### src/hw/rtl/i2cm_pkg.sv
// Shared types and constants of the I2C master byte transfer unit.
package i2cm_pkg;

	localparam logic [1:0] CMD_NONE  = 2'd0;
	localparam logic [1:0] CMD_WR1   = 2'd1;
	localparam logic [1:0] CMD_WR2   = 2'd2;
	localparam logic [1:0] CMD_READ  = 2'd3;

	localparam logic [1:0] ERR_NONE  = 2'd0;
	localparam logic [1:0] ERR_ADDR  = 2'd1;
	localparam logic [1:0] ERR_DATA  = 2'd2;

	localparam logic CFG_PHASE_TICKS = 1'b0;
	localparam logic CFG_RETRY_LIMIT = 1'b1;

	localparam logic [15:0] PHASE_TICKS_RESET = 16'd16;
	localparam logic [2:0]  RETRY_LIMIT_RESET = 3'd3;
	localparam logic [3:0]  BITS_PER_BYTE     = 4'd8;

	localparam int QUEUE_DEPTH = 2;

	// One classified tick as it waits in the queue.
	typedef struct packed {
		logic       start;
		logic [1:0] command;
		logic [7:0] addr_byte;
		logic [7:0] first_byte;
		logic [7:0] second_byte;
		logic       clock_level;
		logic       data_level;
	} item_t;

	typedef struct packed {
		logic [15:0] phase_ticks;
		logic [2:0]  retry_limit;
	} cfg_t;

endpackage

### src/hw/rtl/i2c_master_byte_transfer_unit.sv
// Top level of the tick-driven I2C master: configuration registers, front queue and bus engine.
//
//  channel  direction  handshake              payload
//  in       input      in_valid / in_ready    command, device_address, first_byte,
//                                             second_byte, clock_level, data_level
//  out      output     out_valid / out_ready  clock_release, data_release, busy_res,
//                                             done_res, acknowledged, error_code, read_byte
//  cfg      input      cfg_write_enable       cfg_index, cfg_data
//
// Every item is one bus tick and yields one result item, one item per clock cycle while the output is not stalled.
// A result passes through the two-entry queue and then the phase sequencer, which registers
// the result.
// Reset restores phase_ticks 16 and retry_limit 3 and returns the sequencer to idle.
// A stalled output holds the sequencer; the queue then takes up to two more items before
// in_ready falls.
module i2c_master_byte_transfer_unit (
	input  logic        clk,
	input  logic        arst_n,
	input  logic        cfg_write_enable,
	input  logic        cfg_index,
	input  logic [15:0] cfg_data,
	input  logic        in_valid,
	output logic        in_ready,
	input  logic [1:0]  command,
	input  logic [7:0]  device_address,
	input  logic [7:0]  first_byte,
	input  logic [7:0]  second_byte,
	input  logic        clock_level,
	input  logic        data_level,
	output logic        out_valid,
	input  logic        out_ready,
	output logic        clock_release,
	output logic        data_release,
	output logic        busy_res,
	output logic        done_res,
	output logic        acknowledged,
	output logic [1:0]  error_code,
	output logic [7:0]  read_byte
);
	import i2cm_pkg::*;

	cfg_t  cfg_q;
	logic  q_valid;
	item_t q_item;
	logic  q_pop;

	always_ff @(posedge clk or negedge arst_n) begin
		if (!arst_n) begin
			cfg_q.phase_ticks <= PHASE_TICKS_RESET;
			cfg_q.retry_limit <= RETRY_LIMIT_RESET;
		end else if (cfg_write_enable) begin
			case (cfg_index)
				CFG_PHASE_TICKS: cfg_q.phase_ticks <= cfg_data;
				CFG_RETRY_LIMIT: cfg_q.retry_limit <= cfg_data[2:0];
				default: ;
			endcase
		end
	end

	i2cm_front u_front (
		.clk            (clk),
		.arst_n         (arst_n),
		.in_valid       (in_valid),
		.in_ready       (in_ready),
		.command        (command),
		.device_address (device_address),
		.first_byte     (first_byte),
		.second_byte    (second_byte),
		.clock_level    (clock_level),
		.data_level     (data_level),
		.q_valid        (q_valid),
		.q_item         (q_item),
		.q_pop          (q_pop)
	);

	i2cm_back u_back (
		.clk           (clk),
		.arst_n        (arst_n),
		.cfg           (cfg_q),
		.q_valid       (q_valid),
		.q_item        (q_item),
		.q_pop         (q_pop),
		.out_valid     (out_valid),
		.out_ready     (out_ready),
		.clock_release (clock_release),
		.data_release  (data_release),
		.busy_res      (busy_res),
		.done_res      (done_res),
		.acknowledged  (acknowledged),
		.error_code    (error_code),
		.read_byte     (read_byte)
	);

	// The stop condition completes only as the sequencer returns to idle.
	a_done_idle: assert property (@(posedge clk) disable iff (!arst_n)
		out_valid && done_res |-> !busy_res)
		else $error("done reported while still busy");

	a_err_code: assert property (@(posedge clk) disable iff (!arst_n)
		out_valid |-> error_code != 2'd3)
		else $error("undefined error code");

	// An idle bus has both lines released.
	a_idle_lines: assert property (@(posedge clk) disable iff (!arst_n)
		out_valid && !busy_res |-> clock_release && data_release)
		else $error("bus line driven while idle");

	// A queued item moves on whenever the output is free.
	a_queue_drain: assert property (@(posedge clk) disable iff (!arst_n)
		q_valid && !out_valid |=> out_valid)
		else $error("queued item not processed");

endmodule

### src/hw/rtl/i2cm_front.sv
// Front end: accepts ticks, classifies the command and queues them for the bus engine.
module i2cm_front (
	input  logic                clk,
	input  logic                arst_n,
	input  logic                in_valid,
	output logic                in_ready,
	input  logic [1:0]          command,
	input  logic [7:0]          device_address,
	input  logic [7:0]          first_byte,
	input  logic [7:0]          second_byte,
	input  logic                clock_level,
	input  logic                data_level,
	output logic                q_valid,
	output i2cm_pkg::item_t     q_item,
	input  logic                q_pop
);
	import i2cm_pkg::*;

	item_t      entry_q [QUEUE_DEPTH];
	logic       wr_ptr_q;
	logic       rd_ptr_q;
	logic [1:0] count_q;
	item_t      new_item;
	logic       push;
	logic       pop;

	always_comb begin
		new_item.start       = (command != CMD_NONE);
		new_item.command     = command;
		// A read sends the address plus one, which sets the direction bit only when bit 0 is clear.
		new_item.addr_byte   = (command == CMD_READ) ? device_address + 8'd1 : device_address;
		new_item.first_byte  = first_byte;
		new_item.second_byte = second_byte;
		new_item.clock_level = clock_level;
		new_item.data_level  = data_level;
	end

	assign in_ready = (count_q != 2'(QUEUE_DEPTH));
	assign push     = in_valid && in_ready;
	assign q_valid  = (count_q != 2'd0);
	assign pop      = q_pop && q_valid;
	assign q_item   = entry_q[rd_ptr_q];

	always_ff @(posedge clk) begin
		if (push) begin
			entry_q[wr_ptr_q] <= new_item;
		end
	end

	always_ff @(posedge clk or negedge arst_n) begin
		if (!arst_n) begin
			wr_ptr_q <= 1'b0;
			rd_ptr_q <= 1'b0;
			count_q  <= 2'd0;
		end else begin
			if (push) begin
				wr_ptr_q <= ~wr_ptr_q;
			end
			if (pop) begin
				rd_ptr_q <= ~rd_ptr_q;
			end
			count_q <= count_q + 2'(push) - 2'(pop);
		end
	end

endmodule

### src/hw/rtl/i2cm_back.sv
// Back end: the bus phase sequencer, advanced by one queued tick at a time, with the result register.
module i2cm_back (
	input  logic            clk,
	input  logic            arst_n,
	input  i2cm_pkg::cfg_t  cfg,
	input  logic            q_valid,
	input  i2cm_pkg::item_t q_item,
	output logic            q_pop,
	output logic            out_valid,
	input  logic            out_ready,
	output logic            clock_release,
	output logic            data_release,
	output logic            busy_res,
	output logic            done_res,
	output logic            acknowledged,
	output logic [1:0]      error_code,
	output logic [7:0]      read_byte
);
	import i2cm_pkg::*;

	typedef enum logic [3:0] {
		ST_IDLE, ST_START, ST_TX_LOW, ST_TX_HIGH, ST_ACK_LOW, ST_ACK_HIGH,
		ST_RX_LOW, ST_RX_HIGH, ST_NACK_LOW, ST_NACK_HIGH, ST_STOP_LOW,
		ST_STOP_HIGH, ST_STOP_END
	} state_t;

	state_t      state_q, state_n;
	logic [15:0] phase_cnt_q, phase_cnt_n;
	logic [3:0]  bit_cnt_q, bit_cnt_n;
	logic [7:0]  shift_q, shift_n;
	logic [2:0]  retry_q, retry_n;
	logic [1:0]  byte_idx_q, byte_idx_n;
	logic [7:0]  held_q [3];
	logic        held_load;
	logic [1:0]  held_cmd_q, held_cmd_n;
	logic [1:0]  status_q, status_n;
	logic        ack_q, ack_n;
	logic [7:0]  read_q, read_n;
	logic        done_n;
	logic        scl_n, sda_n;
	logic        step;
	logic [15:0] ticks;
	logic [2:0]  limit;
	logic        needs_clock;
	logic        ack_bit;

	assign step  = q_valid && (!out_valid || out_ready);
	assign q_pop = step;
	assign ticks = (cfg.phase_ticks == 16'd0) ? 16'd1 : cfg.phase_ticks;
	assign limit = (cfg.retry_limit == 3'd0) ? 3'd1 : cfg.retry_limit;
	assign needs_clock = (state_q == ST_TX_HIGH) || (state_q == ST_ACK_HIGH) ||
		(state_q == ST_RX_HIGH) || (state_q == ST_NACK_HIGH) || (state_q == ST_STOP_HIGH);
	assign ack_bit = ~q_item.data_level;

	always_comb begin
		state_n     = state_q;
		phase_cnt_n = phase_cnt_q;
		bit_cnt_n   = bit_cnt_q;
		shift_n     = shift_q;
		retry_n     = retry_q;
		byte_idx_n  = byte_idx_q;
		held_cmd_n  = held_cmd_q;
		status_n    = status_q;
		ack_n       = ack_q;
		read_n      = read_q;
		done_n      = 1'b0;
		held_load   = 1'b0;

		if (state_q == ST_IDLE) begin
			if (q_item.start) begin
				held_load   = 1'b1;
				held_cmd_n  = q_item.command;
				status_n    = ERR_ADDR;
				ack_n       = 1'b0;
				read_n      = 8'd0;
				retry_n     = 3'd0;
				byte_idx_n  = 2'd0;
				bit_cnt_n   = 4'd0;
				state_n     = ST_START;
				phase_cnt_n = 16'd0;
			end
		end else if ({1'b0, phase_cnt_q} + 17'd1 < {1'b0, ticks}) begin
			phase_cnt_n = phase_cnt_q + 16'd1;
		end else if (needs_clock && !q_item.clock_level) begin
			// The slave is stretching the clock, so this phase is held.
		end else begin
			phase_cnt_n = 16'd0;
			case (state_q)
				ST_START: begin
					shift_n   = held_q[0];
					bit_cnt_n = 4'd0;
					state_n   = ST_TX_LOW;
				end
				ST_TX_LOW: state_n = ST_TX_HIGH;
				ST_TX_HIGH: begin
					shift_n   = {shift_q[6:0], 1'b0};
					bit_cnt_n = bit_cnt_q + 4'd1;
					state_n   = (bit_cnt_q + 4'd1 >= BITS_PER_BYTE) ? ST_ACK_LOW : ST_TX_LOW;
				end
				ST_ACK_LOW: state_n = ST_ACK_HIGH;
				ST_ACK_HIGH: begin
					ack_n = ack_bit;
					if (byte_idx_q == 2'd0) begin
						if (ack_bit) begin
							if (held_cmd_q == CMD_READ) begin
								status_n  = ERR_NONE;
								shift_n   = 8'd0;
								bit_cnt_n = 4'd0;
								state_n   = ST_RX_LOW;
							end else begin
								status_n   = ERR_DATA;
								byte_idx_n = 2'd1;
								shift_n    = held_q[1];
								bit_cnt_n  = 4'd0;
								state_n    = ST_TX_LOW;
							end
						end else begin
							// The address is sent again without a fresh start condition.
							retry_n = retry_q + 3'd1;
							if (retry_q + 3'd1 >= limit) begin
								state_n = ST_STOP_LOW;
							end else begin
								shift_n   = held_q[0];
								bit_cnt_n = 4'd0;
								state_n   = ST_TX_LOW;
							end
						end
					end else if (!ack_bit) begin
						state_n = ST_STOP_LOW;
					end else if (held_cmd_q == CMD_WR2 && byte_idx_q == 2'd1) begin
						byte_idx_n = 2'd2;
						shift_n    = held_q[2];
						bit_cnt_n  = 4'd0;
						state_n    = ST_TX_LOW;
					end else begin
						status_n = ERR_NONE;
						state_n  = ST_STOP_LOW;
					end
				end
				ST_RX_LOW: state_n = ST_RX_HIGH;
				ST_RX_HIGH: begin
					shift_n   = {shift_q[6:0], q_item.data_level};
					bit_cnt_n = bit_cnt_q + 4'd1;
					state_n   = (bit_cnt_q + 4'd1 >= BITS_PER_BYTE) ? ST_NACK_LOW : ST_RX_LOW;
				end
				ST_NACK_LOW: state_n = ST_NACK_HIGH;
				ST_NACK_HIGH: begin
					read_n  = shift_q;
					state_n = ST_STOP_LOW;
				end
				ST_STOP_LOW: state_n = ST_STOP_HIGH;
				ST_STOP_HIGH: state_n = ST_STOP_END;
				default: begin
					done_n  = 1'b1;
					state_n = ST_IDLE;
				end
			endcase
		end

		case (state_n)
			ST_START: begin
				scl_n = 1'b1;
				sda_n = 1'b0;
			end
			ST_TX_LOW: begin
				scl_n = 1'b0;
				sda_n = shift_n[7];
			end
			ST_TX_HIGH: begin
				scl_n = 1'b1;
				sda_n = shift_n[7];
			end
			ST_ACK_LOW, ST_RX_LOW, ST_NACK_LOW: begin
				scl_n = 1'b0;
				sda_n = 1'b1;
			end
			ST_STOP_LOW: begin
				scl_n = 1'b0;
				sda_n = 1'b0;
			end
			ST_STOP_HIGH: begin
				scl_n = 1'b1;
				sda_n = 1'b0;
			end
			default: begin
				scl_n = 1'b1;
				sda_n = 1'b1;
			end
		endcase
	end

	always_ff @(posedge clk) begin
		if (step && held_load) begin
			held_q[0] <= q_item.addr_byte;
			held_q[1] <= q_item.first_byte;
			held_q[2] <= q_item.second_byte;
		end
		if (step) begin
			clock_release <= scl_n;
			data_release  <= sda_n;
			busy_res      <= (state_n != ST_IDLE);
			done_res      <= done_n;
			acknowledged  <= ack_n;
			error_code    <= status_n;
			read_byte     <= read_n;
		end
	end

	always_ff @(posedge clk or negedge arst_n) begin
		if (!arst_n) begin
			state_q     <= ST_IDLE;
			phase_cnt_q <= 16'd0;
			bit_cnt_q   <= 4'd0;
			shift_q     <= 8'd0;
			retry_q     <= 3'd0;
			byte_idx_q  <= 2'd0;
			held_cmd_q  <= CMD_NONE;
			status_q    <= ERR_NONE;
			ack_q       <= 1'b0;
			read_q      <= 8'd0;
			out_valid   <= 1'b0;
		end else begin
			if (step) begin
				state_q     <= state_n;
				phase_cnt_q <= phase_cnt_n;
				bit_cnt_q   <= bit_cnt_n;
				shift_q     <= shift_n;
				retry_q     <= retry_n;
				byte_idx_q  <= byte_idx_n;
				held_cmd_q  <= held_cmd_n;
				status_q    <= status_n;
				ack_q       <= ack_n;
				read_q      <= read_n;
				out_valid   <= 1'b1;
			end else if (out_ready) begin
				out_valid <= 1'b0;
			end
		end
	end

endmodule

### config.mk
export PLATFORM = sky130hd
export DESIGN_NAME = i2c_master_byte_transfer_unit
export DESIGN_NICKNAME = d
export VERILOG_FILES = /design/src/hw/rtl/i2cm_pkg.sv /design/src/hw/rtl/i2c_master_byte_transfer_unit.sv /design/src/hw/rtl/i2cm_front.sv /design/src/hw/rtl/i2cm_back.sv
export SDC_FILE = /design/constraint.sdc
export NUM_CORES = 1
export LEC_CHECK = 0
export BUFFER_PORTS_ARGS = -buffer_cell sky130_fd_sc_hd__buf_4
export CELL_PAD_IN_SITES_DETAIL_PLACEMENT = 2
export CELL_PAD_IN_SITES_GLOBAL_PLACEMENT = 2
export CORE_ASPECT_RATIO = 2
export CORE_MARGIN = 4
export CORE_UTILIZATION = 37
export DETAILED_ROUTE_END_ITERATION = 12
export HOLD_SLACK_MARGIN = 0.15
export PLACE_DENSITY_LB_ADDON = 0.1
export SYNTH_ARGS = -nofsm -noshare
export SYNTH_HDL_FRONTEND = slang
export SYNTH_HIERARCHICAL = 1
export SYNTH_SLANG_ARGS = --single-unit
### constraint.sdc
create_clock -name clk -period 3.74 [get_ports clk]
set_clock_uncertainty 0.05 [all_clocks]
set_input_delay 0.561 -clock clk [delete_from_list [all_inputs] [get_ports clk]]
set_output_delay 0.561 -clock clk [all_outputs]
set_load 0.03 [all_outputs]
# Yosys cells after proc, flatten, opt, wreduce, memory -nomap -nowiden
# Memory sizes are Yosys's and may differ from the RTL's.
# Cells that the tools add are included.
# word_totals
reg_bits	89
ram_bits	82
input_bits	50
out_inout_bits	17
mem_count	2
# mem_list
name	words	width	read_ports	rd_ports_with_merged_regs	wr	line_no	source
u_front.entry_q	2	29	1	0	1	i2cm_front.sv:19	item_t entry_q [QUEUE_DEPTH];
u_back.held_q	3	8	3	0	3	i2cm_back.sv:33	logic [7:0] held_q [3];
# op_classes
n_addsub	7
order_cmp	3
n_eq_ne	36
n_mux	88
n_bitwise	7
reduce_logical	41
# op_table
cell	n
$mux W8	15
$mux W16	5
$mux W4	19
$pmux W4 S11	1
$mux W2	20
$pmux W8 S4	1
$mux W3	10
$eq A4 B4 Y1 const B	7
$eq A4 B3 Y1 const B	6
$reduce_and A8 Y1	3
$add A16 B1 Y17 const B	1
$lt A17 B16 Y1	1
$add A16 B1 Y16 const B	1
$eq A4 B2 Y1 const B	4
$logic_not A16 Y1	1
$mux W1	15
$ne A4 B4 Y1 const B	3
$pmux W4 S3	1
$reduce_bool A2 Y1	6
$reduce_bool A4 Y1	3
$reduce_or A11 Y1	1
$ne A3 B3 Y1 const B	3
$add A8 B1 Y8 const B	1
$eq A4 B1 Y1 const B	2
other kinds (27)	52

# Logic depth before layout (Yosys ltp)
# logic_depth
ltp_word	13
depth_mapped	18
ltp_nobuf	15

# Hierarchy
# Netlist, hierarchy kept.
# modules_own_cells
mod	instances	cells_per_inst	area_per_inst_um2	seq_area_each_um2
i2cm_back	1	483	4963.5	2447.3
i2cm_front	1	132	2463.6	1841.8
i2c_master_byte_transfer_unit	1	42	779.5	479.2

# Worst setup path after synthesis
# OpenSTA, ideal clock, no wires.
# synth_timing
kind	register to register
startpoint	reg u_back.phase_cnt_q[2]
endpoint	reg u_back.data_release (data pin)
setup_time_ns	0.275
arrival_time_ns	3.455
t_required_ns	3.415
path_slack_ns	-0.040
path_stages_with_launch	18
path_buffers	2
path_cell_list	dfrtp_1 clkbuf_1 and3_1 nand2_1 nor2_1 and3_1 nand3_1 xnor2_1 ha_1 nand3_1 o22ai_1 or3_1 a31o_2 o21ai_2 buf_6 a2bb2oi_1 a21boi_0 o221ai_1
# synth_via
elab_chain_len	7
elab_cells_between_ends	14
cone_classes	1 x add/sub; 1 x order compare; 5 x eq/ne; 5 x mux; 2 x reduce/logical
# synth_lines
item	line_no	source
from (decl)	i2cm_back.sv:28	logic [15:0] phase_cnt_q, phase_cnt_n;
from (signal assigned)	i2cm_back.sv:225	phase_cnt_q <= phase_cnt_n;
$add A16 B1 Y17 *	i2cm_back.sv:82	end else if ({1'b0, phase_cnt_q} + 17'd1 < {1'b0, ticks}) begin
$lt A17 B16 Y1 *	i2cm_back.sv:82	
$mux W4	i2cm_back.sv:82	
$mux W4	i2cm_back.sv:69	if (state_q == ST_IDLE) begin
$eq A4 B1 Y1 (tied with other cells)	i2cm_back.sv:160	case (state_n)
$reduce_or A3 Y1 (no source line) / $reduce_or A2 Y1 (equally long branches)	--	
$pmux W1 S2 *	i2cm_back.sv:160	
via u_back.sda_n	i2cm_back.sv:40	logic scl_n, sda_n;
to (signal assigned)	i2cm_back.sv:200	data_release <= sda_n;
to (decl)	i2cm_back.sv:12	output logic data_release,
# Mark *: on every way through the listed nets, which the timed path passes. The rest lies on a longest branch.
# A chain may end at the register's enable or synchronous reset.

# Worst setup path in the final report
# layout_timing
startpoint	reg u_back.phase_cnt_q[0]
endpoint	reg u_back.clock_release (data pin)
# layout_via
elab_chain_len	7
elab_cells_between_ends	11
cone_classes	1 x add/sub; 1 x order compare; 5 x eq/ne; 3 x mux; 1 x reduce/logical
# layout_lines
item	line_no	source
$add A16 B1 Y17 *	i2cm_back.sv:82	
$lt A17 B16 Y1 *	i2cm_back.sv:82	
$mux W4 *	i2cm_back.sv:82	
$mux W4 *	i2cm_back.sv:69	
$eq A4 B3 Y1 (tied with other cells)	i2cm_back.sv:160	
$reduce_or A5 Y1 (no source line) *	--	
$mux W1 *	i2cm_back.sv:160	
via u_back.scl_n	i2cm_back.sv:40	
to (signal assigned)	i2cm_back.sv:199	clock_release <= scl_n;
to (decl)	i2cm_back.sv:11	output logic clock_release,
# Marks and branches as above.

==> impl_metrics.prom <==
# TYPE chip_impl_metric gauge
chip_impl_info{name="status",value="finished, violations left"} 1
chip_impl_info{name="failed_checks",value="negative setup slack"} 1
chip_impl_metric{name="seq_area_frac_synth",unit="%"} 58.1
chip_impl_metric{name="critical_path.n_buffers_inverters",unit=""} 3
chip_impl_metric{name="number_of_antenna_violations_at_the_first_check_in_global_routing",unit=""} 0
chip_impl_metric{name="comb_power_share",unit="%"} 36.5
chip_impl_metric{name="fin_nets",unit=""} 883
chip_impl_metric{name="place_congestion",unit=""} 0.873
chip_impl_info{name="layout_commonest_cell",value="buf_4"} 1
chip_impl_metric{name="switching_share",unit="%"} 35.7
chip_impl_metric{name="clock_latency_on_the_worst_skew_pair",unit="ps"} 450
chip_impl_metric{name="finalCoreUtilization",unit="%"} 49.2
chip_impl_metric{name="core_area",unit="um2"} 21700
chip_impl_metric{name="clock_power_share",unit="%"} 25.1
chip_impl_metric{name="worst-endpoint-required",unit="ps"} 3850
chip_impl_metric{name="synthesis.area",unit="um2"} 8210
chip_impl_metric{name="area_growth_synth_to_finish",unit="%"} 30.1
chip_impl_metric{name="drt_wl_total",unit="um"} 25500
chip_impl_metric{name="ratio_of_routed_vias_to_standard_cells",unit=""} 5.44
chip_impl_metric{name="cts_max_path_buffers",unit=""} 2
chip_impl_metric{name="fp.dieH",unit="um"} 219
chip_impl_metric{name="async_flop_share",unit="%"} 43.3
chip_impl_metric{name="syn_inst",unit=""} 657
chip_impl_metric{name="power_total",unit="mW"} 6.92
chip_impl_metric{name="maxSlewHeadroom",unit="%"} 29.1
chip_impl_metric{name="grt_remaining_overflow",unit=""} 0
chip_impl_metric{name="drt_pass1_iterations",unit=""} 4
chip_impl_metric{name="power_switching",unit="mW"} 2.47
chip_impl_metric{name="port_buffer_cells",unit=""} 66
chip_impl_metric{name="share_seq_of_total_power",unit="%"} 38.5
chip_impl_info{name="worst_setup_path_start_kind",value="register"} 1
chip_impl_metric{name="placement_rows",unit=""} 76
chip_impl_metric{name="cts_sinks",unit=""} 171
chip_impl_metric{name="insertedDiodeCount",unit=""} 0
chip_impl_metric{name="timing_hold_violations_final",unit=""} 0
chip_impl_info{name="endpoint_kind",value="register"} 1
chip_impl_info{name="synth_area_leader",value="edfxtp_1"} 1
chip_impl_metric{name="timing.reg2reg.worst_path_depth",unit=""} 15
chip_impl_metric{name="drt.antenna.violating_nets",unit=""} 0
chip_impl_metric{name="max_stage_delay",unit="ps"} 390
chip_impl_metric{name="cts_max_level",unit=""} 4
chip_impl_metric{name="minimum_clock_period",unit="ps"} 3910
chip_impl_metric{name="clk_pin_slew",unit="ps"} 70
chip_impl_info{name="worst_path_dominant_cell_family",value="simple AND/OR/NAND/NOR gates"} 1
chip_impl_metric{name="setup_violations",unit=""} 39
chip_impl_info{name="layout_common_cells",value="buf_4, edfxtp_1, dfrtp_1, nand2_1, mux2_2"} 1
chip_impl_metric{name="dp_hpwl",unit="um"} 18000
chip_impl_metric{name="ys_types",unit=""} 81
chip_impl_info{name="setup_repair_after_global_routing_missed_its_margin",value="yes"} 1
chip_impl_metric{name="fp.dieArea",unit="um2"} 24800
chip_impl_metric{name="post_syn_area_per_cell",unit="um2"} 12.5
chip_impl_metric{name="worst_slack",unit="ps"} -172
chip_impl_metric{name="cts_buffers",unit=""} 17
chip_impl_metric{name="grt_pass1_vias",unit=""} 6732
chip_impl_info{name="worst_path_max_delay_cell",value="dfrtp_1"} 1
chip_impl_metric{name="wire_length_of_the_first_global_routing_pass",unit="um"} 37800
chip_impl_metric{name="die_width",unit="um"} 113
chip_impl_metric{name="synth_top_cell_area_share",unit="%"} 35.5
chip_impl_info{name="critical_path.cell_chain",value="ha_2 > buf_6 > nand4_1 > buf_4 > nor2_4 > xor2_2 > ha_1 > a21oi_2 > o22ai_2 > or3_4 > a31o_4 > nor2_4 > mux2i_2 > buf_4 > nand4_1"} 1
chip_impl_info{name="worst_hold_path_type",value="input pin to async pin"} 1
chip_impl_metric{name="pwrdens",unit="nW/um2"} 648
chip_impl_metric{name="setup_total_negative_slack",unit="ps"} -2450
chip_impl_metric{name="routed-via-count",unit=""} 5967
chip_impl_info{name="cts_root_buf",value="clkbuf_16"} 1
chip_impl_metric{name="maxSlewViolCount",unit=""} 0
chip_impl_metric{name="global_route.usage.total",unit="%"} 20.3
chip_impl_metric{name="filler_cell_count",unit=""} 2116
chip_impl_metric{name="peakVddDrop",unit="mV"} 0.610
chip_impl_metric{name="drc",unit=""} 0
chip_impl_info{name="synthTopCellsByArea",value="edfxtp_1, dfrtp_1, mux2_2"} 1
chip_impl_metric{name="ys.warnings.count",unit=""} 6
chip_impl_metric{name="power_report.internal_total",unit="mW"} 4.45
chip_impl_metric{name="grt_max_degree",unit=""} 75
chip_impl_metric{name="leakagePower",unit="nW"} 4.38
chip_impl_info{name="regToRegStartpoint",value="u_back/phase_cnt_q[0]$_DFFE_PN0P_"} 1
chip_impl_metric{name="yosys_register_bits",unit=""} 171
chip_impl_info{name="synth_ff_type",value="edfxtp_1"} 1
chip_impl_metric{name="max_freq",unit="GHz"} 0.256
chip_impl_info{name="worstReg2RegEnd",value="u_back/clock_release$_DFFE_PP_"} 1
chip_impl_metric{name="maxCapViolations",unit=""} 0
chip_impl_metric{name="critPathMaxFanout",unit=""} 7
chip_impl_metric{name="synth.net_count",unit=""} 730
chip_impl_metric{name="detail_route.iter0.violations",unit=""} 190
chip_impl_metric{name="r2r_slack",unit="ps"} -170
chip_impl_info{name="tritoncts",value="done"} 1
chip_impl_metric{name="avgRoutedWirePerCell",unit="um"} 23.3
chip_impl_info{name="timing.setup.critical_path_class",value="register to register"} 1
chip_impl_metric{name="boundaryPins",unit=""} 67
chip_impl_metric{name="number_of_synthesized_flops_with_an_enable_pin",unit=""} 97
chip_impl_metric{name="fin_crit_sh",unit="%"} 105
chip_impl_metric{name="initial_utilization",unit="%"} 37.9
chip_impl_metric{name="final_layout_size_suffix_gt1_share",unit="%"} 41.2
chip_impl_metric{name="arrival",unit="ps"} 4020
chip_impl_metric{name="worstMarginPinSlew",unit="ps"} 1060
-- synthesized netlist by cell type (5+ instances only) --
| library cell | count |
|---|---|
| dfrtp_1 | 71 |
| nand2_1 | 58 |
| ha_1 | 23 |
| nor4_1 | 5 |
| mux2_4 | 10 |
| a22oi_1 | 10 |
| clkbuf_1 | 14 |
| nand2b_1 | 6 |
| nand3_1 | 20 |
| buf_2 | 7 |
| nor3_1 | 8 |
| a21oi_1 | 19 |
| o22a_1 | 7 |
| nor2_1 | 30 |
| o21ai_2 | 5 |
| and3_1 | 6 |
| o21ai_0 | 41 |
| xor2_1 | 9 |
| edfxtp_1 | 97 |
| a22o_1 | 17 |
| mux2_2 | 42 |
| xnor2_1 | 17 |
| a222oi_1 | 6 |
| nand4_1 | 7 |
| inv_1 | 30 |
-- timing repair --
action,in CTS,in global routing
cloned,0,5
setup endpoints to repair,60,60
setup buffers,11,23
hold buffers,0,0
pin swaps,18,40
resized for setup,31,85
-- per-layer routing --
layer  up-vias  global-route usage [%]  part of all wire (%)
li1       2744                       -                     -
met1      3063                    18.5                    33
met2       114                    40.7                    60
met3        46                    3.57                   2.2
met4         0                    11.3                   4.4
met5         -                       0                     0
-- cells by family after synthesis --
kind of cell,count (synthesis),synth area share [%]
fa+ha+maj,23,3.51
buf+inv,59,3.38
compound gates,145,12.6
xor+xnor,26,2.77
simple gates,177,11.5
flops,171,58.1
mux,56,8.08
-- layout make-up --
type	count	area (um2)	area share [%]
Inverter	31	116	1.09
Sequential cell	171	4770	44.7
Clock buffer	22	464	4.35
Clock inverter	10	109	1.02
Tap cell	273	342	3.20
Multi-Input combinational cell	428	3590	33.6
Timing Repair Buffer	161	1290	12.1
-- through the flow --
| step | cells | cell area, um2 | worst slack, ps | hold WS [ps] |
|---|---|---|---|---|
| 2_1_floorplan | 657 | 8210 | 22.0 | 215 |
| 5_1_grt | 1096 | 10700 | -309 | 225 |
| 4_1_cts | 1069 | 10200 | -45.2 | 223 |
| 3_3_place_gp | 1026 | 9360 | -292 | 426 |
| 3_5_place_dp | 1026 | 9360 | -442 | 433 |
| 6_report | 1096 | 10700 | -172 | 228 |
-- how the worst max path moves through the flow --
| stage | slack, ps | startpoint | depth (start not counted) | endpoint |
|---|---|---|---|---|
| floorplan | 20 | u_back/phase_cnt_q[3]$_DFFE_PN0P_ | 16 | u_back/busy_res$_DFFE_PP_ |
| CTS | -50 | u_back/phase_cnt_q[3]$_DFFE_PN0P_ | 16 | u_back/clock_release$_DFFE_PP_ |
| global route | -310 | u_back/phase_cnt_q[0]$_DFFE_PN0P_ | 15 | u_back/busy_res$_DFFE_PP_ |
| global placement | -290 | u_back/phase_cnt_q[5]$_DFFE_PN0P_ | 15 | u_back/clock_release$_DFFE_PP_ |
| finish | -170 | u_back/phase_cnt_q[0]$_DFFE_PN0P_ | 15 | u_back/clock_release$_DFFE_PP_ |
| detailed placement | -440 | u_back/phase_cnt_q[3]$_DFFE_PN0P_ | 15 | u_back/clock_release$_DFFE_PP_ |
-- registers in the layout, indices dropped and copies added, names as in the netlist, 3 cells and up --
signal / flops
u_back/phase_cnt_q: 16
u_front/entry_q: 58
u_back/read_q: 8
u_back/held_q: 24
u_back/bit_cnt_q: 4
u_back/shift_q: 8
cfg_q: 19
u_back/retry_q: 3
u_back/state_q: 4
u_back/read_byte: 8
-- power groups by stage --
stage | clock network, mW | registers, mW | logic [mW]
final | 1.73 | 2.66 | 2.53
after global routing | 1.88 | 2.70 | 2.72
after detailed placement | 0 | 2.70 | 2.20
after CTS | 1.79 | 2.67 | 2.27
after floorplan | 0 | 2.74 | 1.21
after global placement | 0 | 2.67 | 2.11
Note: power is estimated with default switching activity, not from simulation.
